$ cat src/hw/rtl/mat_pkg.sv
// ----------------------------------------------------------------------------
// mat_pkg: shared definitions for the multi-turn angle tracker
// widths, scaling constants, register indexes and the sequencer state type
// ----------------------------------------------------------------------------
package mat_pkg;

   localparam int ANGLE_W         = 12;
   localparam int CPR_W           = 24;
   localparam int CNT_W           = 32;
   localparam int TENTHS_W        = 12;
   localparam int CSR_IDX_W       = 1;

   localparam int ANGLE_RANGE     = 4096;
   localparam int HALF_RANGE      = ANGLE_RANGE / 2;
   localparam int ANGLE_SHIFT     = $clog2(ANGLE_RANGE);
   localparam int TENTHS_PER_TURN = 3600;

   // signed sample difference before and after the half-turn wrap
   localparam int DELTA_W         = ANGLE_W + 2;
   // product of a count magnitude and the tenths per turn
   localparam int PROD_W          = CNT_W + TENTHS_W;
   // |count| * 3600 stays below 2^43
   localparam int DIVD_W          = 43;
   localparam int DIV_STEPS       = DIVD_W;
   localparam int STEP_W          = $clog2(DIV_STEPS + 1);
   localparam int ATEN_PROD_W     = ANGLE_W + TENTHS_W;

   localparam logic [CPR_W-1:0] CPR_RESET = CPR_W'(4096);

   localparam logic [CSR_IDX_W-1:0] CSR_COUNTS_PER_REV = 1'b0;
   localparam logic [CSR_IDX_W-1:0] CSR_IS_CALIBRATED  = 1'b1;

   typedef enum logic [1:0] {
      ST_IDLE,
      ST_SCALE,
      ST_DIV,
      ST_FIN
   } mat_state_type;

endpackage

$ cat src/hw/rtl/mat_if.sv
// ----------------------------------------------------------------------------
// mat channel interfaces
// valid/ready channels for angle samples and tracker results
// ----------------------------------------------------------------------------
interface mat_req_if;
   import mat_pkg::*;

   logic               valid;
   logic               ready;
   logic [ANGLE_W-1:0] raw_angle;
   logic               read_ok;

   modport source (output valid, output raw_angle, output read_ok, input ready);
   modport sink   (input valid, input raw_angle, input read_ok, output ready);
endinterface

interface mat_rsp_if;
   import mat_pkg::*;

   logic                       valid;
   logic                       ready;
   logic signed [CNT_W-1:0]    total_counts;
   logic        [TENTHS_W-1:0] angle_tenths;
   logic signed [CNT_W-1:0]    real_angle_tenths;

   modport source (output valid, output total_counts, output angle_tenths,
                   output real_angle_tenths, input ready);
   modport sink   (input valid, input total_counts, input angle_tenths,
                   input real_angle_tenths, output ready);
endinterface

$ cat src/hw/rtl/multiturn_angle_tracker_top.sv
// ----------------------------------------------------------------------------
// multiturn_angle_tracker_top: multi-turn unwrap of an absolute angle sensor
// Each request transaction carries one 12-bit angle sample and a read flag and
// gives exactly one response transaction. A good sample is differenced against
// the previous good one, the difference is wrapped into half a turn either way
// and added to a 32-bit running count; the first good sample only seeds the
// tracker and a failed read changes nothing. The response carries the count,
// the single-turn angle in tenths of a degree and the multi-turn angle in
// tenths, count * 3600 / counts_per_rev (or / 4096 when not calibrated or when
// counts_per_rev is zero), truncated toward zero, low 32 bits. A transaction
// goes from acceptance to the next possible acceptance in these steps:
// update the count, scale it by 3600, build the 43-bit quotient in the
// bit-serial restoring divider (one quotient bit per cycle), sign-correct and
// load the response register. The response register is separate from the
// divider, so a result may wait on a stalled sink while the next transaction
// is already being worked on. Configuration writes take effect on the next
// transaction and are expected only while the block is idle.
// ----------------------------------------------------------------------------
module multiturn_angle_tracker_top (
   input  logic                            clock,
   input  logic                            reset,
   mat_req_if.sink                         req_ch,
   mat_rsp_if.source                       rsp_ch,
   input  logic                            csr_we,
   input  logic [mat_pkg::CSR_IDX_W-1:0]   csr_index,
   input  logic [mat_pkg::CPR_W-1:0]       csr_wdata
);
   import mat_pkg::*;

   // sequencer
   mat_state_type             state_ff, state_in;

   // tracker state and configuration
   logic [CPR_W-1:0]          cpr_ff;
   logic                      calibrated_ff;
   logic [ANGLE_W-1:0]        prev_angle_ff, prev_angle_in;
   logic                      seeded_ff, seeded_in;
   logic [CNT_W-1:0]          count_ff, count_in;

   // divider datapath: quotient shifts in as the dividend shifts out
   logic [DIVD_W-1:0]         quo_ff, quo_in;
   logic [CPR_W-1:0]          rem_ff, rem_in;
   logic [CPR_W-1:0]          div_ff, div_in;
   logic                      neg_ff, neg_in;
   logic [STEP_W-1:0]         step_ff, step_in;

   // response register
   logic                      rsp_valid_ff, rsp_valid_in;
   logic [CNT_W-1:0]          rsp_count_ff, rsp_count_in;
   logic [TENTHS_W-1:0]       rsp_tenths_ff, rsp_tenths_in;
   logic [CNT_W-1:0]          rsp_real_ff, rsp_real_in;

   logic                      accept;
   logic signed [DELTA_W-1:0] diff;
   logic signed [DELTA_W-1:0] delta;
   logic [CNT_W-1:0]          mag;
   logic [DIVD_W-1:0]         prod;
   logic [CPR_W:0]            trial;
   logic                      fits;
   logic [ATEN_PROD_W-1:0]    aten_prod;
   logic [CNT_W-1:0]          quo_low;
   logic                      load_rsp;

   assign req_ch.ready = (state_ff == ST_IDLE);
   assign accept       = req_ch.valid && req_ch.ready;

   // half-turn wrap of the sample difference; exactly half a turn is kept
   always_comb begin
      diff  = $signed({2'b00, req_ch.raw_angle}) - $signed({2'b00, prev_angle_ff});
      delta = diff;
      if (diff > $signed(DELTA_W'(HALF_RANGE))) begin
         delta = diff - $signed(DELTA_W'(ANGLE_RANGE));
      end else if (diff < -$signed(DELTA_W'(HALF_RANGE))) begin
         delta = diff + $signed(DELTA_W'(ANGLE_RANGE));
      end
   end

   // magnitude of the count times tenths per turn, fed to the divider
   assign mag  = count_ff[CNT_W-1] ? (~count_ff + CNT_W'(1)) : count_ff;
   assign prod = DIVD_W'(mag) * DIVD_W'(TENTHS_PER_TURN);

   // one restoring step: bring down the next dividend bit and try a subtract
   assign trial = {rem_ff, quo_ff[DIVD_W-1]};
   assign fits  = (trial >= {1'b0, div_ff});

   // single-turn angle in tenths, from the last good sample
   assign aten_prod = {{TENTHS_W{1'b0}}, prev_angle_ff} * ATEN_PROD_W'(TENTHS_PER_TURN);

   assign quo_low  = quo_ff[CNT_W-1:0];
   assign load_rsp = (state_ff == ST_FIN) && (!rsp_valid_ff || rsp_ch.ready);

   always_comb begin
      state_in      = state_ff;
      prev_angle_in = prev_angle_ff;
      seeded_in     = seeded_ff;
      count_in      = count_ff;
      quo_in        = quo_ff;
      rem_in        = rem_ff;
      div_in        = div_ff;
      neg_in        = neg_ff;
      step_in       = step_ff;
      rsp_valid_in  = rsp_valid_ff && !rsp_ch.ready;
      rsp_count_in  = rsp_count_ff;
      rsp_tenths_in = rsp_tenths_ff;
      rsp_real_in   = rsp_real_ff;

      unique case (state_ff)
         ST_IDLE: begin
            if (accept) begin
               // failed reads leave the tracker untouched
               if (req_ch.read_ok) begin
                  if (seeded_ff) begin
                     count_in = count_ff
                              + {{(CNT_W-DELTA_W){delta[DELTA_W-1]}}, delta};
                  end
                  seeded_in     = 1'b1;
                  prev_angle_in = req_ch.raw_angle;
               end
               state_in = ST_SCALE;
            end
         end
         ST_SCALE: begin
            quo_in  = prod;
            rem_in  = '0;
            neg_in  = count_ff[CNT_W-1];
            // fall back to the native resolution when not calibrated
            div_in  = (calibrated_ff && (cpr_ff != '0)) ? cpr_ff : CPR_W'(ANGLE_RANGE);
            step_in = '0;
            state_in = ST_DIV;
         end
         ST_DIV: begin
            rem_in  = fits ? CPR_W'(trial - {1'b0, div_ff}) : trial[CPR_W-1:0];
            quo_in  = {quo_ff[DIVD_W-2:0], fits};
            step_in = step_ff + STEP_W'(1);
            if (step_ff == STEP_W'(DIV_STEPS - 1)) begin
               state_in = ST_FIN;
            end
         end
         ST_FIN: begin
            // wait here while an earlier response is still held
            if (load_rsp) begin
               rsp_valid_in  = 1'b1;
               rsp_count_in  = count_ff;
               rsp_tenths_in = aten_prod[ANGLE_SHIFT +: TENTHS_W];
               rsp_real_in   = neg_ff ? (~quo_low + CNT_W'(1)) : quo_low;
               state_in      = ST_IDLE;
            end
         end
         default: begin
            state_in = ST_IDLE;
         end
      endcase
   end

   always_ff @(posedge clock) begin
      if (reset) begin
         state_ff      <= ST_IDLE;
         rsp_valid_ff  <= 1'b0;
         cpr_ff        <= CPR_RESET;
         calibrated_ff <= 1'b0;
         prev_angle_ff <= '0;
         seeded_ff     <= 1'b0;
         count_ff      <= '0;
      end else begin
         state_ff      <= state_in;
         rsp_valid_ff  <= rsp_valid_in;
         prev_angle_ff <= prev_angle_in;
         seeded_ff     <= seeded_in;
         count_ff      <= count_in;
         // register writes
         if (csr_we) begin
            unique case (csr_index)
               CSR_COUNTS_PER_REV: cpr_ff        <= csr_wdata;
               CSR_IS_CALIBRATED:  calibrated_ff <= csr_wdata[0];
               default:            cpr_ff        <= cpr_ff;
            endcase
         end
      end
   end

   // payload registers, no reset needed
   always_ff @(posedge clock) begin
      quo_ff        <= quo_in;
      rem_ff        <= rem_in;
      div_ff        <= div_in;
      neg_ff        <= neg_in;
      step_ff       <= step_in;
      rsp_count_ff  <= rsp_count_in;
      rsp_tenths_ff <= rsp_tenths_in;
      rsp_real_ff   <= rsp_real_in;
   end

   assign rsp_ch.valid             = rsp_valid_ff;
   assign rsp_ch.total_counts      = $signed(rsp_count_ff);
   assign rsp_ch.angle_tenths      = rsp_tenths_ff;
   assign rsp_ch.real_angle_tenths = $signed(rsp_real_ff);

   // a response only appears out of the finishing step
   a_rsp_from_fin: assert property (@(posedge clock) disable iff (reset)
      $rose(rsp_valid_ff) |-> $past(state_ff == ST_FIN))
      else $error("response raised outside the finishing step");

   // every accepted transaction goes straight to scaling
   a_accept_scale: assert property (@(posedge clock) disable iff (reset)
      accept |=> (state_ff == ST_SCALE))
      else $error("accepted transaction did not start scaling");

   // restoring divider keeps its partial remainder below the divisor
   a_rem_bound: assert property (@(posedge clock) disable iff (reset)
      (state_ff == ST_DIV) |-> (rem_ff < div_ff))
      else $error("divider remainder out of range");

   // step count stays within the quotient length
   a_step_bound: assert property (@(posedge clock) disable iff (reset)
      (state_ff == ST_DIV) |-> (step_ff < STEP_W'(DIV_STEPS)))
      else $error("divider step count overran");

   // divisor is never zero while dividing
   a_div_nonzero: assert property (@(posedge clock) disable iff (reset)
      (state_ff == ST_DIV) |-> (div_ff != '0))
      else $error("zero divisor in divider");

endmodule
$ cat src/flat_wrapper.sv
// flat-port wrapper written by rule: the top's interface ports become plain ports
module multiturn_angle_tracker_top_flat import mat_pkg::*;
  (clock, reset, csr_we, csr_index, csr_wdata, req_ch_valid, req_ch_raw_angle, req_ch_read_ok, req_ch_ready, rsp_ch_valid, rsp_ch_total_counts, rsp_ch_angle_tenths, rsp_ch_real_angle_tenths, rsp_ch_ready);
  mat_req_if req_ch_i ();
  mat_rsp_if rsp_ch_i ();
  input  logic clock;
  input  logic reset;
  input  logic csr_we;
  input  logic [mat_pkg::CSR_IDX_W-1:0] csr_index;
  input  logic [mat_pkg::CPR_W-1:0] csr_wdata;
  input wire logic [$bits(req_ch_i.valid)-1:0] req_ch_valid;
  input wire logic [$bits(req_ch_i.raw_angle)-1:0] req_ch_raw_angle;
  input wire logic [$bits(req_ch_i.read_ok)-1:0] req_ch_read_ok;
  output wire logic [$bits(req_ch_i.ready)-1:0] req_ch_ready;
  output wire logic [$bits(rsp_ch_i.valid)-1:0] rsp_ch_valid;
  output wire logic [$bits(rsp_ch_i.total_counts)-1:0] rsp_ch_total_counts;
  output wire logic [$bits(rsp_ch_i.angle_tenths)-1:0] rsp_ch_angle_tenths;
  output wire logic [$bits(rsp_ch_i.real_angle_tenths)-1:0] rsp_ch_real_angle_tenths;
  input wire logic [$bits(rsp_ch_i.ready)-1:0] rsp_ch_ready;
  assign req_ch_i.valid = req_ch_valid;
  assign req_ch_i.raw_angle = req_ch_raw_angle;
  assign req_ch_i.read_ok = req_ch_read_ok;
  assign req_ch_ready = req_ch_i.ready;
  assign rsp_ch_valid = rsp_ch_i.valid;
  assign rsp_ch_total_counts = rsp_ch_i.total_counts;
  assign rsp_ch_angle_tenths = rsp_ch_i.angle_tenths;
  assign rsp_ch_real_angle_tenths = rsp_ch_i.real_angle_tenths;
  assign rsp_ch_i.ready = rsp_ch_ready;
  multiturn_angle_tracker_top u_core (.clock(clock), .reset(reset), .req_ch(req_ch_i), .rsp_ch(rsp_ch_i), .csr_we(csr_we), .csr_index(csr_index), .csr_wdata(csr_wdata));
endmodule
$ cat config.mk
export PLATFORM = sky130hd
export DESIGN_NAME = multiturn_angle_tracker_top_flat
export DESIGN_NICKNAME = d
export VERILOG_FILES = /design/src/hw/rtl/mat_pkg.sv /design/src/hw/rtl/mat_if.sv /design/src/hw/rtl/multiturn_angle_tracker_top.sv /design/src/flat_wrapper.sv
export SDC_FILE = /design/constraint.sdc
export NUM_CORES = 1
export LEC_CHECK = 0
export ABC_AREA = 1
export BUFFER_PORTS_ARGS = -buffer_cell sky130_fd_sc_hd__buf_4
export CORE_UTILIZATION = 31
export CTS_CLUSTER_DIAMETER = 120
export DETAILED_ROUTE_END_ITERATION = 10
export GPL_ROUTABILITY_DRIVEN = 0
export PLACE_DENSITY = 0.57
export SYNTH_ARGS = -nofsm -noshare
export SYNTH_HDL_FRONTEND = slang
export SYNTH_SLANG_ARGS = --single-unit
$ cat constraint.sdc
create_clock -name clock -period 7 [get_ports clock]
set_clock_uncertainty 0.2 [all_clocks]
set_input_delay 0.7 -clock clock [delete_from_list [all_inputs] [get_ports clock]]
set_output_delay 0.7 -clock clock [all_outputs]
set_load 0.005 [all_outputs]
==> results by group, run 1 <==
Global routing
  – Pin count of the biggest net entering global routing: 64
  – Total gr overflow: 0
  – Wire length of the first global-routing pass: 81.13 mm
  – Total routing usage reported by global routing: 14.92%
  – Initial antenna violation count: 0
  – Vias in the first global route: 15.94k

STA
  – Maximum operating frequency: 0.1729 GHz
  – Worst-Margin Slew: 1083 ps
  – Number of slew-limit violations in the final report: 0
  – Rel. slew slack: 27.78%
  – Final hold viol count: 0
  – Total setup violations reported at the end of the flow: 0
  – Final worst path period share: 82.60%
  – Final period demand of the worst path: 5782 ps
  – Setup repair after global routing missed its margin: false
  – Setup TNS: 0 ps

Route
  – Number of iterations in the first detailed-routing pass: 4
  – Final ANT Viol Nets: 0
  – Mean number of vias per cell: 4.630
  – Initial drt markers: 742
  – Final WL: 49.17 mm
  – Number of DRC violations after detailed routing: 0
  – Via count: 16.30k
  – Mean routed wirelength per cell: 13.97 um

Power and ir drop
  – Total Power Consumption: 7.251 mW
  – Clock share of power: 22.0%
  – Relative contribution of sequential cells to total power: 33.5%
  – P_int: 4.266 mW
  – Power dissipated by switching net loads: 2.985 mW
  – Power Dens Cells: 314.1 mW/mm2
  – Part of the total power dissipated in combinational logic: 44.5%
  – Sw Share: 41.17%
  – Static leakage: 11.41 nW
  – Worst vdd ir: 0.3322 mV

Layout
  – Antenna fix cells: 0
  – Final core utilization: 35.81%
  – Fin cells: 3520
  – Fraction of layout instances using a drive strength above 1: 9.456%
  – Area Growth Syn to Fin: 14.31%
  – Total of fill cells in the finished design: 6842
  – Finished Cell Area: 0.02308 mm2
  – Combined area of the multi-input logic cells: 0.01185 mm2
  – Storage cell area: 0.006686 mm2
  – Net count, final: 2967

Critical path
  – Data arrival time at the worst-slack endpoint: 5910 ps
  – Critical path capture point type: register
  – Critical path class: reg -> reg
  – Cell with the most instances on the worst path: nand2_1
  – CP max-delay cell: fa_1
  – Critical path's top delay family: adder cells
  – Crit start category: register
  – Count of buffering cells on the critical path with inverters included: 3
  – Critical Path Fanout Max: 6
  – Largest stage delay on the critical path: 470 ps
  – Required @ worst endpoint: 7130 ps

Placement
  – Detail Placement HPWL: 39.08 mm
  – Post-placement cell count: 3464
  – Number of port buffers: 120
  – Post-Place Cell Area: 0.02208 mm2

Clock network
  – Post-CTS sizing: 0
  – H-tree level count: 1
  – CTS hold repair buffers: 0
  – Clock Latency Late Sink: 600 ps
  – Num CTS Buffers: 30
  – CTS tree: yes
  – Maximum clock insertion buffer count: 3
  – Post-CTS clock slew at the launch and capture registers of the worst setup and hold paths: 60 ps
  – Sinks on Clock Net: 247
  – Clock tree root driver cell: clkbuf_16
  – Number of buffers added for setup after CTS: 0

Yosys
  – Synth Area per Inst: 7.997 um2
  – Area leader, netlist: edfxtp_1
  – Count of yosys warnings during synthesis: 0
  – Mapped Nets: 2851
  – Instance count of the mapped netlist: 2525
  – Count of unique library cells instantiated by Yosys: 56
  – Sequential cell area fraction in the yosys report: 33.11%
  – Cell area after synthesis: 0.02019 mm2
  – Cells taking the most area after synthesis: edfxtp_1 26%, ha_1 15%, nand2_1 8.7%
  – #FFs+latches synth: 247
  – Synth top area share: 25.88%

Floorplan
  – Total number of placement rows: 93
  – Initial core utilization: 31.32%
  – Die width: 257.2 um
  – Number of top-level pins: 121
  – Vertical die dimension: 257.2 um
  – Die area: 0.06616 mm2
  – Core ar.: 0.06446 mm2

Job
  – Max-Cap Viols: 0

Run status
  – Run status: finished, final reports clean

Min path
  – Worst Hold Class: in -> reg
==> logic make-up (layout without fill, tap and decap cells) <==
kind of cell | Yosys count | after routing | share of synthesized area [%]
simple gates | 910 | 910 | 19.23
compound gates | 490 | 490 | 13.50
buf+inv | 447 | 587 | 8.346
fa+ha+maj | 284 | 284 | 19.03
flops | 247 | 247 | 33.11
xor+xnor | 147 | 147 | 6.785
==> cells in the final DEF (no fill, tap or decap), drive strengths merged, types with 23 or more instances in the layout <==
cell type / Yosys / routed
a21o: 30 / 30
xnor2: 32 / 32
nor3: 29 / 29
or2: 23 / 23
inv: 401 / 403
nand3: 116 / 116
dfxtp: 73 / 73
nand4: 30 / 30
edfxtp: 174 / 174
o21ai: 193 / 193
ha: 244 / 244
clkbuf: 34 / 33
nand2: 474 / 474
a21oi: 199 / 199
buf: 10 / 128
xor2: 115 / 115
fa: 39 / 39
nor2: 218 / 218
==> state kept, by name, summed over array words and instances, names as in the netlist, 2 cells and up <==
signal,flops
u_core.count_ff,32
u_core.rem_ff,24
u_core.rsp_ch.total_counts,32
u_core.quo_ff,43
u_core.div_ff,24
u_core.prev_angle_ff,12
u_core.state_ff,2
u_core.step_ff,6
u_core.cpr_ff,24
u_core.rsp_ch.angle_tenths,12
u_core.rsp_ch.real_angle_tenths,32
==> cell type report <==
class,instances,area share (%)
tap,855,4.635
sequential,247,28.97
clock buffer,33,3.301
inverter,403,6.554
clock inverter,23,1.052
timing repair buffer,128,4.163
multi-input combinational,1831,51.33
==> layer usage <==
layer	part of all wire, %	global-route usage, %	up-vias
met5	0	0	-
met4	2.2	3.836	0
met3	3.2	1.665	65
met2	45	24.81	211
met1	50	20.45	7363
li1	-	-	8659
==> power by group through the flow <==
| stage | logic [mW] | clock network, mW | registers, mW |
|---|---|---|---|
| after global routing | 3.74 | 1.69 | 2.48 |
| after CTS | 3.27 | 1.64 | 2.43 |
| after floorplan | 2.46 | 0 | 2.40 |
| final | 3.23 | 1.60 | 2.43 |
| after detailed placement | 3.24 | 0 | 2.46 |
| after global placement | 3.24 | 0 | 2.46 |
==> cell usage after synthesis (all sizes together) <==
cell type  instances
inv              401
o22ai              4
o21bai            20
a221oi             1
nor4              15
o211a              1
nand2            474
xor2             115
clkinv             2
clkbuf            34
dfxtp             73
or2               23
o311ai             2
nor3b              1
o2111ai            1
ha               244
buf               10
a21boi             3
nand4             30
nor3              29
o221ai             2
o211ai             6
o221a              1
o31ai              1
a21o              30
a31o               1
o21ai            193
fa                39
a31oi             18
nand3b             4
maj3               1
a41oi              1
xnor2             32
o21a               6
nor2             218
edfxtp           174
nand3            116
a21oi            199
==> stage by stage <==
stage,hold slack (ps),setup WS [ps]
after floorplan,220.2,1864
after global placement,245.0,1356
after detailed placement,252.6,1263
after CTS,90.57,1203
after global routing,121.0,707.8
final,110.2,1218
==> path summary, 6_finish.rpt <==
check,startpoint,endpoint,slack [ps],cells past startpoint
hold reg to reg,u_core.seeded_ff,u_core.seeded_ff,260,2
setup reg to reg,u_core.count_ff[0],u_core.quo_ff[37],1220,28
setup / recovery,u_core.count_ff[0],u_core.quo_ff[37],1220,28
hold / removal,csr_wdata[12],u_core.cpr_ff[12],110,3
==> worst register-to-register path: cells and delay by family (launching register included) <==
family | cells | cell delay [ps]
adders and majority gates | 6 | 1870
and+or+nand+nor | 13 | 1370
AOI/OAI and AO/OA | 5 | 1000
DFF | 1 | 400
xor gates and xnor gates | 1 | 370
buffers and inverters | 3 | 320
Power figures use the tool's default switching activity.
==> run 2, diff against run 1 <==
--- a/config.mk
+++ b/config.mk
@@ -11,7 +11,7 @@
 export CTS_CLUSTER_DIAMETER = 120
 export DETAILED_ROUTE_END_ITERATION = 10
 export GPL_ROUTABILITY_DRIVEN = 0
-export PLACE_DENSITY = 0.57
+export PLACE_DENSITY = 0.59
 export SYNTH_ARGS = -nofsm -noshare
 export SYNTH_HDL_FRONTEND = slang
 export SYNTH_SLANG_ARGS = --single-unit
==> constraint.sdc (replaced) <==
create_clock -name clock -period 5.05 [get_ports clock]
set_clock_uncertainty 0.2 [all_clocks]
set_input_delay 0.505 -clock clock [delete_from_list [all_inputs] [get_ports clock]]
set_output_delay 0.505 -clock clock [all_outputs]
set_load 0.005 [all_outputs]
==> run 2 against run 1 <==
  * Die area unchanged
  * Combinational power increased by 54%
  * Sequential power grew 37%
  * Critical path depth is 6 lower
  * Sequential share of layout area is 3.1 points lower
  * Global-route usage hardly changed
  * Register-to-register slack lost 1000 ps
  * Setup slack got worse by 1000 ps
  * Critical path type unchanged
==> results by group, run 2 (same netlist as run 1, synthesis figures left out) <==
Placement
  – Detail Placement HPWL: 39.36 mm
  – Post-Place Cell Area: 0.02324 mm2
  – Number of port buffers: 120
  – Post-placement cell count: 3616
  – Pre-CTS setup slack: -164.9 ps

Critical path
  – Required @ worst endpoint: 5170 ps
  – CP max-delay cell: dfxtp_1
  – Critical path capture point type: register
  – Critical Path Fanout Max: 20
  – Largest stage delay on the critical path: 450 ps
  – Critical path cell sequence: buf_4 > buf_4 > nand2_1 > xor2_2 > buf_4 > nand2_1 > nand2_1 > o21ai_0 > ha_1 > ha_4 > a21o_1 > ha_1 > ha_1 > buf_4 > nand2_1 > o21ai_0 > o21bai_4 > a21oi_2 > o21bai_1 > or2_2 > nand3_1 > o21ai_0
  – Data arrival time at the worst-slack endpoint: 4960 ps
  – Critical path class: reg -> reg
  – Crit start category: register

Floorplan
  – Core ar.: 0.06446 mm2
  – Total number of placement rows: 93
  – Initial core utilization: 31.32%
  – Die area: 0.06616 mm2
  – Vertical die dimension: 257.2 um
  – Die width: 257.2 um
  – Number of top-level pins: 121

Global routing
  – Total gr overflow: 0
  – Wire length of the first global-routing pass: 81.39 mm
  – Vias in the first global route: 16.43k
  – Pin count of the biggest net entering global routing: 77
  – Initial antenna violation count: 0
  – Total routing usage reported by global routing: 14.95%

STA
  – PnR worst setup slack: 202.3 ps
  – Final period demand of the worst path: 4848 ps
  – Smallest hold slack: 31.41 ps
  – Maximum operating frequency: 0.2063 GHz
  – Total setup violations reported at the end of the flow: 0
  – Final hold viol count: 0
  – Rel. slew slack: 25.32%
  – Worst-Margin Slew: 1119 ps
  – Final worst path period share: 95.99%
  – Number of slew-limit violations in the final report: 0
  – Setup repair after global routing missed its margin: true

Route
  – Initial drt markers: 812
  – Mean number of vias per cell: 4.608
  – Final WL: 50.69 mm
  – Final ANT Viol Nets: 0
  – Number of DRC violations after detailed routing: 0
  – Mean routed wirelength per cell: 13.63 um
  – Number of iterations in the first detailed-routing pass: 5
  – Via count: 17.14k

Layout
  – Most common cell after layout, fill and taps aside: nand2_1
  – Fin cells: 3719
  – Flip-flop count of the largest register, all copies and words added: 43
  – Fraction of layout instances using a drive strength above 1: 21.37%
  – Most used cells in the layout excluding fill and tap cells: 446 x nand2_1, 365 x inv_1, 298 x buf_4
  – Net count, final: 3168
  – Combined area of the multi-input logic cells: 0.01305 mm2
  – Storage cell area: 0.006689 mm2
  – Finished Cell Area: 0.02583 mm2
  – Antenna fix cells: 0
  – Area Growth Syn to Fin: 27.91%
  – Total of fill cells in the finished design: 6529
  – Register ranked first by flip-flop count: u_core.quo_ff
  – Final core utilization: 40.07%

Power and ir drop
  – Power dissipated by switching net loads: 4.282 mW
  – Static leakage: 12.43 nW
  – Relative contribution of sequential cells to total power: 32.3%
  – P_int: 6.071 mW
  – Power Dens Cells: 400.8 mW/mm2
  – Clock share of power: 19.8%
  – Part of the total power dissipated in combinational logic: 48.0%
  – Sw Share: 41.36%
  – Worst vdd ir: 0.3810 mV

Clock network
  – Num CTS Buffers: 28
  – Clock tree root driver cell: clkbuf_16
  – H-tree level count: 1
  – Post-CTS clock slew at the launch and capture registers of the worst setup and hold paths: 70 ps
  – Sinks on Clock Net: 247
  – Maximum clock insertion buffer count: 3
  – Clock Latency Late Sink: 590 ps
  – CTS tree: yes

Job
  – Max-Cap Viols: 0

Run status
  – Run status: finished, final reports clean

Min path
  – Worst Hold Class: in -> reg
==> run 2: timing repair <==
item | in CTS | in global routing
buffers inserted | 2 | 26
hold buffers | 25 | 0
endpoints found under the setup margin | 13 | 22
endpoints found under the hold margin | 24 | 0
gates cloned | 0 | 0
resized for setup | 22 | 217
pin swaps | 10 | 93
==> run 2: critical path: cells and delay by family, from the launching register on <==
family / cells / cell delay (ps)
AO/OA/AOI/OAI: 7 / 1000
XOR/XNOR: 1 / 180
adder cells (fa/ha/maj): 4 / 1130
buffers and inverters: 4 / 830
flip-flops: 1 / 450
AND/OR/NAND/NOR: 6 / 770
==> run 2: layout make-up <==
class / instances / area share [%]
clock buffers: 29 / 2.727
clock inverters: 23 / 0.8332
repair buffers: 331 / 10.01
flip-flops and latches: 247 / 25.90
multi-input cells: 1831 / 50.53
well taps: 855 / 4.142
inverters: 403 / 5.857
==> run 2: per-stage QoR <==
step	TNS, ps	total power, mW
floorplan	0	6.738
global placement	-480.5	8.040
detailed placement	-1074	8.066
CTS	0	10.23
global route	-421.6	11.26
finish	0	10.35
==> run 2: layer usage <==
metal	vias up	GRT usage (%)	share of wire (%)
met1	7776	19.99	48
li1	9073	-	-
met2	236	25.58	47
met5	-	0	0
met4	0	3.555	1.8
met3	53	1.694	3.4
==> run 2: power by group through the flow <==
stage	Combinational [mW]	Sequential [mW]	Clock (mW)
final	4.97	3.34	2.05
after CTS	4.77	3.35	2.12
after detailed placement	4.68	3.38	0
after global routing	5.66	3.41	2.18
after global placement	4.66	3.38	0
after floorplan	3.41	3.33	0
==> run 2: final timing paths <==
kind,slack [ps],to,start,cells past startpoint
setup / recovery,200,u_core.quo_ff[28],u_core.count_ff[31],22
hold / removal,30,u_core.cpr_ff[21],csr_wdata[21],3
setup reg to reg,200,u_core.quo_ff[28],u_core.count_ff[31],22
hold reg to reg,260,u_core.seeded_ff,u_core.seeded_ff,2
==> run 3, diff against run 2 <==
--- a/config.mk
+++ b/config.mk
@@ -5,13 +5,12 @@
 export SDC_FILE = /design/constraint.sdc
 export NUM_CORES = 1
 export LEC_CHECK = 0
-export ABC_AREA = 1
 export BUFFER_PORTS_ARGS = -buffer_cell sky130_fd_sc_hd__buf_4
-export CORE_UTILIZATION = 31
+export CORE_UTILIZATION = 40
 export CTS_CLUSTER_DIAMETER = 120
 export DETAILED_ROUTE_END_ITERATION = 10
 export GPL_ROUTABILITY_DRIVEN = 0
-export PLACE_DENSITY = 0.59
+export PLACE_DENSITY = 0.7
 export SYNTH_ARGS = -nofsm -noshare
 export SYNTH_HDL_FRONTEND = slang
 export SYNTH_SLANG_ARGS = --single-unit
==> run 3 against run 2 <==
  * The flow now finishes with violations (setup timing)
  * First-iteration DRC count is 7.5% higher
  * Setup slack got worse by 970 ps
  * Synthesized cell count is 24% lower
  * Global-route usage up 3.8 points
  * Power fell by 1.5%
  * Non-clock buffer count grew 104
  * Wire length grew 0.18%
  * Maximum frequency is 17% lower
  * Sequential share of layout area is 0.16 points higher
  * Critical path depth up 1
  * Area after synthesis down 7.1%
  * Largest power group unchanged
==> results by group, run 3 <==
Floorplan
  – Die width: 218.6 um
  – Vertical die dimension: 218.6 um
  – Total number of placement rows: 78
  – Initial core utilization: 40.99%
  – Die area: 0.04777 mm2
  – Core ar.: 0.04577 mm2
  – Number of top-level pins: 121

Critical path
  – CP max-delay cell: or4_4
  – Data arrival time at the worst-slack endpoint: 5930 ps
  – Critical path capture point type: register
  – Required @ worst endpoint: 5160 ps
  – R2R Path Start: u_core.count_ff[11]
  – Largest stage delay on the critical path: 560 ps
  – Reg2Reg Capture Point: u_core.quo_ff[41]
  – Crit start category: register
  – Count of buffering cells on the critical path with inverters included: 3
  – Critical path's top delay family: adder cells
  – Worst reg2reg setup slack: -770 ps
  – Depth of the critical timing path with buffers and inverters included: 23
  – Cells on worst reg2reg path: 23
  – Critical path class: reg -> reg
  – Origin of the worst setup path: u_core.count_ff[11]
  – Cell with the most instances on the worst path: ha_1
  – Critical path cell sequence: or4_4 > nor4_4 > nand2b_1 > buf_4 > buf_4 > nand2_2 > xnor2_4 > buf_6 > xnor2_1 > ha_1 > ha_1 > xnor2_1 > ha_1 > ha_1 > a211oi_1 > nor3_1 > a211o_1 > nor2b_1 > a221o_1 > a21o_1 > o21ai_2 > xnor2_1 > mux2_2
  – Critical Path Fanout Max: 5

Layout
  – Net count, final: 2665
  – Flip-flop count of the largest register, all copies and words added: 43
  – Area Growth Syn to Fin: 36.97%
  – Fraction of layout instances using a drive strength above 1: 31.17%
  – Most common cell after layout, fill and taps aside: buf_4
  – Fin cells: 2961
  – Most used cells in the layout excluding fill and tap cells: 391 x buf_4, 215 x nand2_1, 174 x ha_1, 174 x edfxtp_1, 124 x a21oi_1
  – Register ranked first by flip-flop count: u_core.quo_ff
  – Total of fill cells in the finished design: 3579
  – Antenna fix cells: 0

Clock network
  – Clock tree root driver cell: clkbuf_16
  – CTS tree: yes
  – Num CTS Buffers: 28
  – Sinks on Clock Net: 247
  – Post-CTS clock slew at the launch and capture registers of the worst setup and hold paths: 60 ps
  – H-tree level count: 1
  – Maximum clock insertion buffer count: 3
  – Clock Latency Late Sink: 580 ps

Route
  – Mean routed wirelength per cell: 17.15 um
  – Via count: 15.88k
  – Mean number of vias per cell: 5.362
  – Final ANT Viol Nets: 0
  – Initial drt markers: 873
  – Final WL: 50.78 mm
  – Number of DRC violations after detailed routing: 0
  – Number of iterations in the first detailed-routing pass: 5

Run status
  – Violations in the final reports: setup timing
  – Run status: complete, but fails checks

Power and ir drop
  – Static leakage: 11.43 nW
  – Power Dens Cells: 397.1 mW/mm2
  – Worst vdd ir: 0.2669 mV

Global routing
  – Initial antenna violation count: 0
  – Pin count of the biggest net entering global routing: 77
  – Vias in the first global route: 15.28k
  – Total gr overflow: 0
  – Total routing usage reported by global routing: 18.77%
  – Wire length of the first global-routing pass: 74.13 mm

STA
  – PnR worst setup slack: -772.1 ps
  – Number of slew-limit violations in the final report: 0
  – Maximum operating frequency: 0.1718 GHz
  – Total setup violations reported at the end of the flow: 14
  – Worst-Margin Slew: 1082 ps
  – Final hold viol count: 0
  – Final period demand of the worst path: 5822 ps
  – Setup repair after global routing missed its margin: true
  – Setup TNS: -6915 ps
  – Final worst path period share: 115.3%
  – Rel. slew slack: 27.85%

Placement
  – Detail Placement HPWL: 34.03 mm
  – Post-placement cell count: 2836
  – Number of port buffers: 120

Yosys
  – Most used flip-flop cell after synthesis: edfxtp_1
  – Count of yosys warnings during synthesis: 0
  – Cell area after synthesis: 0.01876 mm2
  – Synth Area per Inst: 9.736 um2
  – Instance count of the mapped netlist: 1927
  – Area leader, netlist: edfxtp_1
  – Count of unique library cells instantiated by Yosys: 69
  – #FFs+latches synth: 247
  – Number of flops mapped to enable cells by yosys: 174
  – Most common library cells after synthesis: 244 x ha_1, 227 x nand2_1, 174 x edfxtp_1, 146 x xnor2_1, 145 x a21oi_1
  – Library cell with the highest instance count after synthesis: ha_1
  – Cells taking the most area after synthesis: edfxtp_1 28%, ha_1 16%, dfxtp_1 7.8%
  – Fraction of synthesis flops using an asynchronous set or reset pin: 0%
  – Sequential cell area fraction in the yosys report: 35.64%
  – Synth top area share: 27.85%
  – Mapped Nets: 2253

Min path
  – Hold worst-path end: u_core.prev_angle_ff[9]
  – Hold path depth: 3
  – Worst hold path startpoint: req_ch_raw_angle[9]
  – Worst Hold Class: in -> reg

Job
  – Max-Cap Viols: 0
-- run 3: changes by cell type after synthesis, sizes merged, moves of 24 or more --
cell / previous run / this run
a211oi: 0 / 25
a21o: 30 / 54
a21oi: 199 / 145
and2: 0 / 29
inv: 401 / 122
nand2: 474 / 228
nand3: 116 / 28
nor2: 218 / 106
o21ai: 193 / 91
o31ai: 1 / 27
xnor2: 32 / 146
xor2: 115 / 56
-- run 3: power breakdown --
group | internal [mW] | leakage, nW | switching [mW]
Combinational | 2.15 | 8.75 | 2.65
Clock | 1.12 | 0.450 | 0.893
Sequential | 2.99 | 2.22 | 0.397
Total | 6.26 | 11.4 | 3.94
-- run 3: worst max path at each step --
stage / slack, ps / end
finish: -770 / u_core.quo_ff[41]
floorplan: -730 / u_core.quo_ff[41]
CTS: -590 / u_core.quo_ff[38]
global route: -930 / u_core.quo_ff[41]
detailed placement: -830 / u_core.quo_ff[41]
global placement: -750 / u_core.quo_ff[41]
-- run 3: final cells by class --
type                       count  area [um2]  area share, %
clock inverter                18       130.1         0.5064
tap                          600       750.7          2.922
multi-input combinational   1505       13460          52.36
timing repair buffer         435        3422          13.32
sequential                   247        6695          26.06
inverter                     122       457.9          1.782
clock buffer                  34       784.5          3.053
-- run 3: per-layer routing --
metal | track usage [%] | wire length [um] | share of wire (%) | vias up
li1 | - | - | - | 7757
met1 | 23.59 | 21190 | 42 | 7598
met2 | 33.43 | 25510 | 50 | 403
met3 | 1.949 | 2217 | 4.4 | 119
met4 | 6.014 | 1863 | 3.7 | 0
met5 | 0 | 0 | 0 | -
-- run 3: timing repair --
item | CTS | global route
endpoints found under the setup margin | 23 | 33
hold buffers | 28 | 0
hold endpoints to repair | 29 | 0
buffers inserted | 17 | 30
pin swaps | 55 | 94
resized for setup | 122 | 178
-- run 3: per-stage QoR --
step | instance area [um2] | utilization, % | hold slack [ps] | power (mW) | setup slack (ps)
6_report | 25700 | 56.14 | 20.20 | 10.20 | -772.1
5_1_grt | 25700 | 56.14 | 15.92 | 10.87 | -926.7
2_1_floorplan | 18990 | - | 234.8 | 6.402 | -725.5
4_1_cts | 24280 | 53.04 | 0.2113 | 9.907 | -588.0
3_3_place_gp | 22270 | 48.66 | 260.9 | 7.549 | -748.1
3_5_place_dp | 22270 | 48.66 | 265.1 | 7.711 | -831.0
-- run 3: kinds of logic after synthesis --
family	count (synthesis)	share of synthesized area (%)
multiplexers	33	1.841
AO/OA/AOI/OAI	448	15.23
adder cells (fa/ha/maj)	299	21.29
XOR/XNOR	202	9.430
AND/OR/NAND/NOR	523	13.06
buffers and inverters	175	3.515
flip-flops	247	35.64
-- run 3: tightest hold or removal path: cells and delay by family --
kind | cells | cell delay, ps
AND/OR/NAND/NOR | 1 | 50
buffers and inverters | 1 | 120
AO/OA/AOI/OAI | 1 | 50
